--- src/rtl/core/assert_macros.svh ---
// Assertion macros shared by the codec RTL.
// Bodies compile away when SYNTHESIS is defined.
`ifndef ASSERT_MACROS_SVH
`define ASSERT_MACROS_SVH
`ifndef SYNTHESIS
// property that must hold at every clock edge outside reset
`define UPC_ASSERT(lbl, clk, rst, prop, msg) \
  lbl: assert property (@(posedge clk) disable iff (rst) (prop)) else $error(msg);
// condition that must never be true outside reset
`define UPC_NEVER(lbl, clk, rst, cond, msg) \
  lbl: assert property (@(posedge clk) disable iff (rst) !(cond)) else $error(msg);
`else
`define UPC_ASSERT(lbl, clk, rst, prop, msg)
`define UPC_NEVER(lbl, clk, rst, cond, msg)
`endif
`endif

--- src/rtl/core/upc_pkg.sv ---
// Types, constants and character-class functions of the URI percent codec.
// No dependencies.
package upc_pkg;

  localparam int MaxUnits = 12;
  localparam int CntW     = 4;

  // mode register bits
  localparam int ModeUriBit    = 0;
  localparam int ModeDecodeBit = 1;

  localparam logic [15:0] ChPercent  = 16'h0025;
  localparam logic [5:0]  HiSurTag   = 6'b110110;
  localparam logic [5:0]  LoSurTag   = 6'b110111;
  localparam logic [20:0] SuppBase   = 21'h010000;
  localparam logic [20:0] MaxCp      = 21'h10FFFF;
  localparam logic [20:0] MinThree   = 21'h000800;
  localparam logic [20:0] SurLo      = 21'h00D800;
  localparam logic [20:0] SurHi      = 21'h00DFFF;
  localparam logic [7:0]  LeadTwoLo  = 8'hC2;
  localparam logic [7:0]  LeadTwoHi  = 8'hDF;
  localparam logic [7:0]  LeadFourHi = 8'hF4;

  typedef enum logic [5:0] {
    PH_IDLE = 6'b000001,
    PH_HI   = 6'b000010,
    PH_LO   = 6'b000100,
    PH_PCT  = 6'b001000,
    PH_CHI  = 6'b010000,
    PH_CLO  = 6'b100000
  } phase_t;

  typedef struct packed {
    logic [15:0] unit;
    logic        uv;
    logic        se;
    logic        mal;
  } res_t;

  function automatic logic is_unreserved(input logic [15:0] u);
    logic r;
    r = 1'b0;
    if (u >= 16'h0041 && u <= 16'h005A) r = 1'b1;
    if (u >= 16'h0061 && u <= 16'h007A) r = 1'b1;
    if (u >= 16'h0030 && u <= 16'h0039) r = 1'b1;
    if (u == 16'h002D || u == 16'h005F || u == 16'h002E || u == 16'h0021 ||
        u == 16'h007E || u == 16'h002A || u == 16'h0027 || u == 16'h0028 ||
        u == 16'h0029) r = 1'b1;
    return r;
  endfunction

  function automatic logic is_reserved(input logic [15:0] u);
    return u == 16'h003B || u == 16'h002F || u == 16'h003F || u == 16'h003A ||
           u == 16'h0040 || u == 16'h0026 || u == 16'h003D || u == 16'h002B ||
           u == 16'h0024 || u == 16'h002C || u == 16'h0023;
  endfunction

  // hex digit value of either case; bit 4 set when not a digit
  function automatic logic [4:0] hex_val(input logic [15:0] u);
    logic [4:0] v;
    v = 5'h10;
    if (u >= 16'h0030 && u <= 16'h0039) v = 5'(u - 16'h0030);
    if (u >= 16'h0041 && u <= 16'h0046) v = 5'(u - 16'h0037);
    if (u >= 16'h0061 && u <= 16'h0066) v = 5'(u - 16'h0057);
    return v;
  endfunction

  // uppercase hex character
  function automatic logic [7:0] hex_char(input logic [3:0] d);
    return (d < 4'd10) ? (8'h30 + {4'h0, d}) : (8'h37 + {4'h0, d});
  endfunction

endpackage

--- src/rtl/core/uri_percent_codec.sv ---
// URI percent codec top level; depends on upc_pkg and assert_macros.svh.
// Streaming encoder/decoder for the four ECMAScript URI functions, selected by
// codec_mode (0 encodeURIComponent, 1 encodeURI, 2 decodeURIComponent,
// 3 decodeURI); writing the mode restarts the string. One UTF-16 code unit is
// taken per beat into an input register, converted in one pass into a result
// buffer of up to twelve units, and the buffer drains one result beat per
// cycle while out_ready is high. An input beat passes the input register and
// then the result buffer. Plain text streams at one unit per cycle while
// out_ready is high; an item that yields k results holds the result buffer
// until all k have drained (up to 12 for a four-byte UTF-8 sequence), and that
// drain port sets the sustained rate. A malformed string ends with one result
// flagged malformed and string_end, and its remaining units are dropped.
`include "assert_macros.svh"

module uri_percent_codec (
  input  logic        clk,
  input  logic        rst,
  input  logic        codec_mode_wr_en,
  input  logic [1:0]  codec_mode_wr_data,
  input  logic        in_valid,
  output logic        in_ready,
  input  logic [15:0] code_unit,
  input  logic        last_unit,
  output logic        out_valid,
  input  logic        out_ready,
  output logic [15:0] out_unit,
  output logic        unit_valid,
  output logic        string_end,
  output logic        malformed
);
  import upc_pkg::*;

  // registers
  logic [1:0]      mode;
  logic            s1_valid;
  logic [15:0]     s1_unit;
  logic            s1_last;
  logic [9:0]      held_high, held_high_next;
  logic            high_pending, high_pending_next;
  phase_t          phase, phase_next;
  logic [7:0]      first_hex, first_hex_next;
  logic [20:0]     accum, accum_next;
  logic [1:0]      remaining, remaining_next;
  logic [1:0]      seq_len, seq_len_next;
  logic            discarding, discarding_next;
  res_t            rbuf [MaxUnits];
  logic [CntW-1:0] rcnt;

  // combinational
  logic            buf_free;
  logic            s1_adv;
  logic            out_fire;
  logic            fail;
  logic            clear_st;
  logic [CntW-1:0] n_units;
  logic [15:0]     units [MaxUnits];
  res_t            res [MaxUnits];
  logic [CntW-1:0] res_n;
  logic            enc_go;
  logic [20:0]     enc_cp;
  logic [3:0][7:0] ubytes;
  logic [2:0]      unb;
  logic [4:0]      hv_u, hv_f;
  logic [7:0]      dbyte;
  logic [20:0]     cont_acc;
  logic [1:0]      rem_dec;
  logic [1:0]      lead_len;
  logic [19:0]     supp;

  // handshake
  assign out_fire = out_valid && out_ready;
  assign buf_free = (rcnt == '0) || (rcnt == CntW'(1) && out_ready);
  assign s1_adv   = s1_valid && buf_free;
  assign in_ready = !s1_valid || buf_free;

  assign out_valid  = rcnt != '0;
  assign out_unit   = rbuf[0].unit;
  assign unit_valid = rbuf[0].uv;
  assign string_end = rbuf[0].se;
  assign malformed  = rbuf[0].mal;

  // input register
  always_ff @(posedge clk) begin
    if (rst) begin
      s1_valid <= 1'b0;
    end else if (in_valid && in_ready) begin
      s1_valid <= 1'b1;
    end else if (s1_adv) begin
      s1_valid <= 1'b0;
    end
  end

  always_ff @(posedge clk) begin
    if (in_valid && in_ready) begin
      s1_unit <= code_unit;
      s1_last <= last_unit;
    end
  end

  // convert one unit: next string state and result list
  always_comb begin
    held_high_next    = held_high;
    high_pending_next = high_pending;
    phase_next        = phase;
    first_hex_next    = first_hex;
    accum_next        = accum;
    remaining_next    = remaining;
    seq_len_next      = seq_len;
    discarding_next   = discarding;
    fail     = 1'b0;
    n_units  = '0;
    enc_go   = 1'b0;
    enc_cp   = '0;
    lead_len = 2'd0;
    ubytes   = '0;
    unb      = 3'd0;
    for (int k = 0; k < MaxUnits; k++) begin
      units[k] = '0;
      res[k]   = '0;
    end
    hv_u     = hex_val(s1_unit);
    hv_f     = hex_val({8'h00, first_hex});
    dbyte    = {hv_f[3:0], hv_u[3:0]};
    cont_acc = {accum[14:0], dbyte[5:0]};
    rem_dec  = remaining - 2'd1;
    supp     = 20'(cont_acc - SuppBase);

    if (discarding) begin
      // drop units until the string ends
    end else if (!mode[ModeDecodeBit]) begin
      // encode
      if (high_pending) begin
        if (s1_unit[15:10] != LoSurTag) begin
          fail = 1'b1;
        end else begin
          high_pending_next = 1'b0;
          enc_go = 1'b1;
          enc_cp = SuppBase + {1'b0, held_high, s1_unit[9:0]};
        end
      end else if (is_unreserved(s1_unit) || (mode[ModeUriBit] && is_reserved(s1_unit))) begin
        units[0] = s1_unit;
        n_units  = CntW'(1);
      end else if (s1_unit[15:10] == HiSurTag) begin
        if (s1_last) begin
          fail = 1'b1;
        end else begin
          held_high_next    = s1_unit[9:0];
          high_pending_next = 1'b1;
        end
      end else if (s1_unit[15:10] == LoSurTag) begin
        fail = 1'b1;
      end else begin
        enc_go = 1'b1;
        enc_cp = {5'd0, s1_unit};
      end
    end else begin
      // decode
      case (phase)
        PH_IDLE: begin
          if (s1_unit != ChPercent) begin
            units[0] = s1_unit;
            n_units  = CntW'(1);
          end else if (s1_last) begin
            fail = 1'b1;
          end else begin
            phase_next = PH_HI;
          end
        end
        PH_HI, PH_CHI: begin
          if (hv_u[4] || s1_last) begin
            fail = 1'b1;
          end else begin
            first_hex_next = s1_unit[7:0];
            phase_next     = (phase == PH_HI) ? PH_LO : PH_CLO;
          end
        end
        PH_LO: begin
          if (hv_u[4]) begin
            fail = 1'b1;
          end else if (!dbyte[7]) begin
            if (mode[ModeUriBit] && is_reserved({8'h00, dbyte})) begin
              units[0] = ChPercent;
              units[1] = {8'h00, first_hex};
              units[2] = s1_unit;
              n_units  = CntW'(3);
            end else begin
              units[0] = {8'h00, dbyte};
              n_units  = CntW'(1);
            end
            phase_next = PH_IDLE;
          end else begin
            // classify the lead byte
            if (dbyte >= LeadTwoLo && dbyte <= LeadTwoHi) begin
              lead_len   = 2'd1;
              accum_next = {16'd0, dbyte[4:0]};
            end else if (dbyte[7:4] == 4'hE) begin
              lead_len   = 2'd2;
              accum_next = {17'd0, dbyte[3:0]};
            end else if (dbyte[7:4] == 4'hF && dbyte <= LeadFourHi) begin
              lead_len   = 2'd3;
              accum_next = {18'd0, dbyte[2:0]};
            end
            if (lead_len == 2'd0 || s1_last) begin
              fail = 1'b1;
            end else begin
              seq_len_next   = lead_len;
              remaining_next = lead_len;
              phase_next     = PH_PCT;
            end
          end
        end
        PH_PCT: begin
          if (s1_unit != ChPercent || s1_last) begin
            fail = 1'b1;
          end else begin
            phase_next = PH_CHI;
          end
        end
        PH_CLO: begin
          if (hv_u[4] || dbyte[7:6] != 2'b10) begin
            fail = 1'b1;
          end else begin
            accum_next     = cont_acc;
            remaining_next = rem_dec;
            if (rem_dec != 2'd0) begin
              if (s1_last) begin
                fail = 1'b1;
              end else begin
                phase_next = PH_PCT;
              end
            end else if (cont_acc > MaxCp || (cont_acc >= SurLo && cont_acc <= SurHi) ||
                         (seq_len == 2'd2 && cont_acc < MinThree) ||
                         (seq_len == 2'd3 && cont_acc < SuppBase)) begin
              fail = 1'b1;
            end else begin
              if (cont_acc >= SuppBase) begin
                units[0] = {HiSurTag, supp[19:10]};
                units[1] = {LoSurTag, supp[9:0]};
                n_units  = CntW'(2);
              end else begin
                units[0] = cont_acc[15:0];
                n_units  = CntW'(1);
              end
              phase_next = PH_IDLE;
            end
          end
        end
        default: begin
          phase_next = PH_IDLE;
          fail = 1'b1;
        end
      endcase
    end

    // UTF-8 bytes of the code point, each as a %XY triplet
    if (enc_go) begin
      if (enc_cp < 21'h80) begin
        unb = 3'd1;
        ubytes[0] = enc_cp[7:0];
      end else if (enc_cp < MinThree) begin
        unb = 3'd2;
        ubytes[0] = {3'b110, enc_cp[10:6]};
        ubytes[1] = {2'b10, enc_cp[5:0]};
      end else if (enc_cp < SuppBase) begin
        unb = 3'd3;
        ubytes[0] = {4'b1110, enc_cp[15:12]};
        ubytes[1] = {2'b10, enc_cp[11:6]};
        ubytes[2] = {2'b10, enc_cp[5:0]};
      end else begin
        unb = 3'd4;
        ubytes[0] = {5'b11110, enc_cp[20:18]};
        ubytes[1] = {2'b10, enc_cp[17:12]};
        ubytes[2] = {2'b10, enc_cp[11:6]};
        ubytes[3] = {2'b10, enc_cp[5:0]};
      end
      for (int k = 0; k < 4; k++) begin
        if (3'(k) < unb) begin
          units[3*k]   = ChPercent;
          units[3*k+1] = {8'h00, hex_char(ubytes[k][7:4])};
          units[3*k+2] = {8'h00, hex_char(ubytes[k][3:0])};
          n_units      = n_units + CntW'(3);
        end
      end
    end

    // build the result beats
    res_n = '0;
    if (!discarding) begin
      if (fail) begin
        res[0].se  = 1'b1;
        res[0].mal = 1'b1;
        res_n      = CntW'(1);
      end else if (n_units == '0) begin
        if (s1_last) begin
          res[0].se = 1'b1;
          res_n     = CntW'(1);
        end
      end else begin
        for (int k = 0; k < MaxUnits; k++) begin
          res[k].unit = units[k];
          res[k].uv   = CntW'(k) < n_units;
          res[k].se   = s1_last && (CntW'(k) == n_units - CntW'(1));
        end
        res_n = n_units;
      end
    end

    // end of string or fault: restart the string state
    clear_st = discarding ? s1_last : (fail || s1_last);
    if (clear_st) begin
      held_high_next    = '0;
      high_pending_next = 1'b0;
      phase_next        = PH_IDLE;
      first_hex_next    = '0;
      accum_next        = '0;
      remaining_next    = '0;
      seq_len_next      = '0;
      discarding_next   = !discarding && fail && !s1_last;
    end
  end

  // string state and mode
  always_ff @(posedge clk) begin
    if (rst || codec_mode_wr_en) begin
      held_high    <= '0;
      high_pending <= 1'b0;
      phase        <= PH_IDLE;
      first_hex    <= '0;
      accum        <= '0;
      remaining    <= '0;
      seq_len      <= '0;
      discarding   <= 1'b0;
    end else if (s1_adv) begin
      held_high    <= held_high_next;
      high_pending <= high_pending_next;
      phase        <= phase_next;
      first_hex    <= first_hex_next;
      accum        <= accum_next;
      remaining    <= remaining_next;
      seq_len      <= seq_len_next;
      discarding   <= discarding_next;
    end
  end

  always_ff @(posedge clk) begin
    if (rst) begin
      mode <= 2'd0;
    end else if (codec_mode_wr_en) begin
      mode <= codec_mode_wr_data;
    end
  end

  // result buffer: load a fresh list or advance one beat
  always_ff @(posedge clk) begin
    if (rst) begin
      rcnt <= '0;
    end else if (s1_adv) begin
      rcnt <= res_n;
    end else if (out_fire) begin
      rcnt <= rcnt - CntW'(1);
    end
  end

  always_ff @(posedge clk) begin
    if (s1_adv) begin
      for (int k = 0; k < MaxUnits; k++) begin
        rbuf[k] <= res[k];
      end
    end else if (out_fire) begin
      for (int k = 0; k < MaxUnits - 1; k++) begin
        rbuf[k] <= rbuf[k+1];
      end
    end
  end

  // checks
  `UPC_ASSERT(a_drain_step, clk, rst, out_fire && !s1_adv |=> rcnt == $past(rcnt) - CntW'(1), "result buffer did not advance by one beat")
  `UPC_ASSERT(a_error_beat, clk, rst, out_valid && malformed |-> string_end && !unit_valid && out_unit == 16'h0000, "malformed beat is not a bare end")
  `UPC_NEVER(a_dec_no_high, clk, rst, mode[ModeDecodeBit] && high_pending, "surrogate held while decoding")
  `UPC_ASSERT(a_empty_ready, clk, rst, !out_valid |-> in_ready, "input stalled with empty result buffer")

endmodule
--- config.mk ---
export PLATFORM = sky130hd
export DESIGN_NAME = uri_percent_codec
export DESIGN_NICKNAME = d
export VERILOG_FILES = /design/src/rtl/core/upc_pkg.sv /design/src/rtl/core/uri_percent_codec.sv
export VERILOG_INCLUDE_DIRS = /design/src /design/src/rtl/core
export SDC_FILE = /design/constraint.sdc
export NUM_CORES = 1
export LEC_CHECK = 0
export BUFFER_PORTS_ARGS = -buffer_cell sky130_fd_sc_hd__buf_2
export CAP_MARGIN = 20
export CORE_MARGIN = 2
export CORE_UTILIZATION = 31
export DETAILED_ROUTE_END_ITERATION = 7
export PLACE_DENSITY_LB_ADDON = 0.05
export SYNTH_ARGS = -nofsm -noshare
export SYNTH_HDL_FRONTEND = slang
export SYNTH_SLANG_ARGS = --single-unit
--- constraint.sdc ---
create_clock -name clk -period 13 [get_ports clk]
set_input_delay 3.9 -clock clk [delete_from_list [all_inputs] [get_ports clk]]
set_output_delay 3.9 -clock clk [all_outputs]
set_load 0.02 [all_outputs]
After elaboration in Yosys (flattened, before gate mapping):

Memories as Yosys holds them, arrays and structs flattened.
Cells that the tools add are included.

* bits in registers: 69
* memory bits (writable): 228
* input bits: 24
* output and inout port bits: 21
* word-level logic and storage cells: 519
* memories: 1

Memory list
* rbuf: words 12, bits a word 19, rd ports 12, clocked after memory_dff 0, write ports 12, RTL line uri_percent_codec.sv:46 `res_t rbuf [MaxUnits];`

* $add $sub $neg: 31
* order comparisons: 50
* eq/ne operators: 78
* muxes and demuxes: 236
* bitwise gates (word level): 11
* reductions and logical operators: 99

Operators with widths (count)
* $mux W18: 32
* $eq A16 B6 Y1 const B: 17
* $mux W19: 11
* $mux W16: 12
* $mux W192: 1
* $mux W15: 9
* $mux W32: 4
* $mux W38: 3
* $add A6 B4 Y7 const A: 16
* $mux W6: 15
* $mux W21: 4
* $eq A8 B6 Y1 const B: 10
* $mux W39: 2
* $mux W24: 3
* $mux W4: 18
* $mux W10: 7
* $le A16 B7 Y1 const B: 4
* $mux W8: 8
* $mux W7: 9
* $mux W1: 53
* $mux W2: 26
* $eq A16 B7 Y1 const B: 3
* $mux W48: 1
* $pmux W16 S3: 1
* other kinds (78): 236

Depth between registers and ports, before layout:

* depth in word-level cells: 42
* gate-level depth with buffers: 29
* gate-level depth less buffers: 23

Least setup slack after synthesis:

Ideal clock, no wire load.

* path kind: input to output
* start point: input out_ready
* end point: output in_ready
* arrival time: 4.358 ns
* data required time: 9.100 ns
* path slack: 4.742 ns
* stages on the path: 3
* path buffers: 0
* cell sequence: a21oi_1 -> nor3_1 -> nand2b_1

* cells in the longest elaborated chain, start to end: 3

RTL lines
* from (decl): RTL line uri_percent_codec.sv:25 `input logic out_ready,`
* $logic_and A1 B1 Y1: RTL line uri_percent_codec.sv:72 `assign buf_free = (rcnt == '0) || (rcnt == CntW'(1) && out_ready);`
* $logic_or A1 B1 Y1: RTL line uri_percent_codec.sv:72
* $logic_or A1 B1 Y1: RTL line uri_percent_codec.sv:74 `assign in_ready = !s1_valid || buf_free;`
* to (decl): RTL line uri_percent_codec.sv:21 `output logic in_ready,`

Every way passes these cells.

Worst setup path after layout:

Ends and elaborated chain as after synthesis.

==> results_dict.tcl <==
set metrics [dict create \
    reg2regPathDepth 23 \
    crit_type "primary input to output pin" \
    cts_hold_buf 0 \
    tightest_slew_ns 1.08 \
    hold_violations 0 \
    synth_largest_area_cell "edfxtp_1" \
    grt_pass1_vias 9906 \
    met3_usage_pct 2.87 \
    cts-root-buf "clkbuf_16" \
    numCtsBuffers 26 \
    final_common_cell "nand2_1" \
    numClockSinks 205 \
    busiest_layer "met2" \
    fin_hold_ws_ns 0.459 \
    ys_seq_elements 205 \
    skew_ns 0.0168 \
    netlist_area_um2 12200 \
    clock_latency_ns 0.56 \
    post-route-period-util_pct 65.4 \
    first_pass_iters 5 \
    clk_pin_slew_ns 0.06 \
    met1_usage_pct 27.6 \
    fmax_ghz 0.118 \
    hpwl_um 28800 \
    grt_setup_unrepaired "false" \
    startpoint "out_ready" \
    antenna_found_initial 0 \
    drt-total-wl_um 40600 \
    fp.dieW_um 202 \
    rows 72 \
    setup_violations 0 \
    slew_headroom_pct 27.5 \
    synth_compound_area_share_pct 23.2 \
    synth_xor_xnor_area_share_pct 0.937 \
    yosys.area_share.adder_pct 2.57 \
    vdd_drop_max_v 0.000313 \
    start_kind "primary input" \
    cts_max_level 1 \
    muxShareOfSynthArea_pct 0.700 \
    use_met2_pct 32.8 \
    p_leak_uw 0.00499 \
    cp-endpoint "in_ready" \
    drv_slew 0 \
    fin_setup_tns_ns 0 \
    wl_per_cell_um 22.0 \
    netlist_instances 1310 \
    status "completed" \
    yosys_warnings 0 \
    fin_nets 1356 \
    tritoncts "built" \
    grt_pass1_wl_um 62700 \
    avgSynthCellArea_um2 9.28 \
    ctsResizeCount 0 \
    port_buffers 44 \
    ff2ff_setup_slack_ns 5.46 \
    synth_top_family_by_area "compound AO/OA/AOI/OAI gates" \
    drive_gt1_share_pct 10.9 \
    worstSetupEndpointType "output pin" \
    yosysUniqueCellTypes 94 \
    hp-class "flop to flop" \
    vias 10200 \
    async_flop_share_pct 0 \
    max-cap-violations 0 \
    cts_buffer_depth 3 \
    r2r-end "rbuf[1][63]" \
    synth_edf_count 153 \
    core_area_um2 38600 \
    synth_area_leaders "edfxtp_1 38%, dfxtp_1 8.6%, nand2_1 4.9%, o21ai_0 4.6%, nor2_1 3.3%" \
    grt_max_degree 91 \
    period_needed_ns 8.50 \
    antenna_left 0 \
    reg2reg_from "s1_unit[1]" \
    synth_top_area_share_pct 37.8 \
    avgViaCountPerCell 5.52 \
    synth_ff_type "edfxtp_1" \
    required_ns 9.10 \
    ios 45 \
    power_density_nw_per_um2 195 \
    gp_congestion 0.906 \
    path_max_fanout 4 \
    start_util_pct 31.4 \
    drc 0 \
    n_fill_cell 3962 \
    antenna_cells 0 \
    drt_iter0_markers 763 \
    mostFrequentLayoutCells "159 x nand2_1, 153 x edfxtp_1, 112 x o21ai_0" \
    gr-total-overflow 0 \
    synthSimpleGateAreaFrac_pct 21.0 \
    fp.dieH_um 202 \
    dieArea_um2 40800 \
    postCtsSetupBuffers 0 \
    gr-usage-all-layers_pct 19.9 \
    ys_seq_area_share_pct 46.4 \
    critPathArrivalTime_ns 4.60 \
    area_delta_synth_final_pct 11.9 \
]
==> synth_stat cells, types with 7 or more instances <==
master,number
nand2_1,159
edfxtp_1,153
o21ai_0,112
nor2_1,107
clkbuf_1,69
a21oi_1,68
nand3_1,67
dfxtp_1,52
a22o_1,37
inv_1,35
a21o_1,29
nor3_1,27
and2_1,26
ha_1,25
buf_4,20
and3_1,17
o21ai_1,16
a22oi_1,15
o31ai_1,14
nor4_1,11
or3_1,11
a31oi_1,10
a32o_1,10
a211oi_1,9
nand4_1,9
o211ai_1,9
o21a_1,9
xnor2_1,9
buf_2,8
nand2b_1,7
nand3b_1,7
==> sequential cells by signal, indices dropped and copies added (netlist names) <==
register	flops
rbuf	136
s1_unit	16
accum	15
held_high	10
first_hex	8
phase	6
rcnt	4
mode	2
remaining	2
seq_len	2
discarding	1
high_pending	1
s1_last	1
s1_valid	1
==> worst min-delay path by stage <==
stage,startpoint,end,slack (ns),cells past startpoint
3_5_place_dp,seq_len[1],seq_len[1],0.45,2
5_1_grt,seq_len[0],seq_len[0],0.48,2
3_3_place_gp,seq_len[0],seq_len[0],0.45,2
2_1_floorplan,seq_len[1],seq_len[1],0.43,2
6_report,seq_len[1],seq_len[1],0.46,2
4_1_cts,seq_len[1],seq_len[1],0.46,2
==> worst max-delay path: stages <==
cell and delay (ns):
buf_2 0.12, a21oi_1 0.07, nor3_1 0.17, nand2b_1 0.17, buf_2 0.17
==> area by class of cell <==
class	count	area (um^2)	area share, %
Multi-Input combinational cell	972	5940	43.7
Clock buffer	31	669	4.92
Sequential cell	205	5640	41.4
Tap cell	518	648	4.77
Timing Repair Buffer	66	385	2.83
Inverter	36	135	0.994
Clock inverter	14	189	1.39
==> layer usage <==
layer / share of wire (%) / wire length, um
met5: 0 / 0
met1: 46 / 18700
met3: 5.8 / 2350
met4: 1.7 / 685
met2: 46 / 18900
==> stage by stage <==
stage,utilization [%],total power [uW],std cells,setup slack [ns],area (um^2)
after floorplan,-,1700,1318,4.74,12200
after CTS,35.2,2700,1840,4.49,13600
after detailed placement,32.9,1940,1795,4.50,12700
after global routing,35.2,2810,1842,4.40,13600
final,35.2,2650,1842,4.50,13600
after global placement,32.9,1930,1795,4.49,12700
==> kinds of logic after synthesis <==
| family | Yosys count |
|---|---|
| DFF | 205 |
| xor gates and xnor gates | 13 |
| other | 1 |
| and+or+nand+nor | 504 |
| buffers and inverters | 141 |
| adders and majority gates | 25 |
| muxes | 8 |
| AOI/OAI and AO/OA | 413 |
==> where the power goes <==
group	total (uW)	internal, uW	switching, uW
Combinational	796	245	551
Clock	741	447	295
Sequential	1110	1030	81.3
No activity file was read; power rests on OpenSTA's default activity.
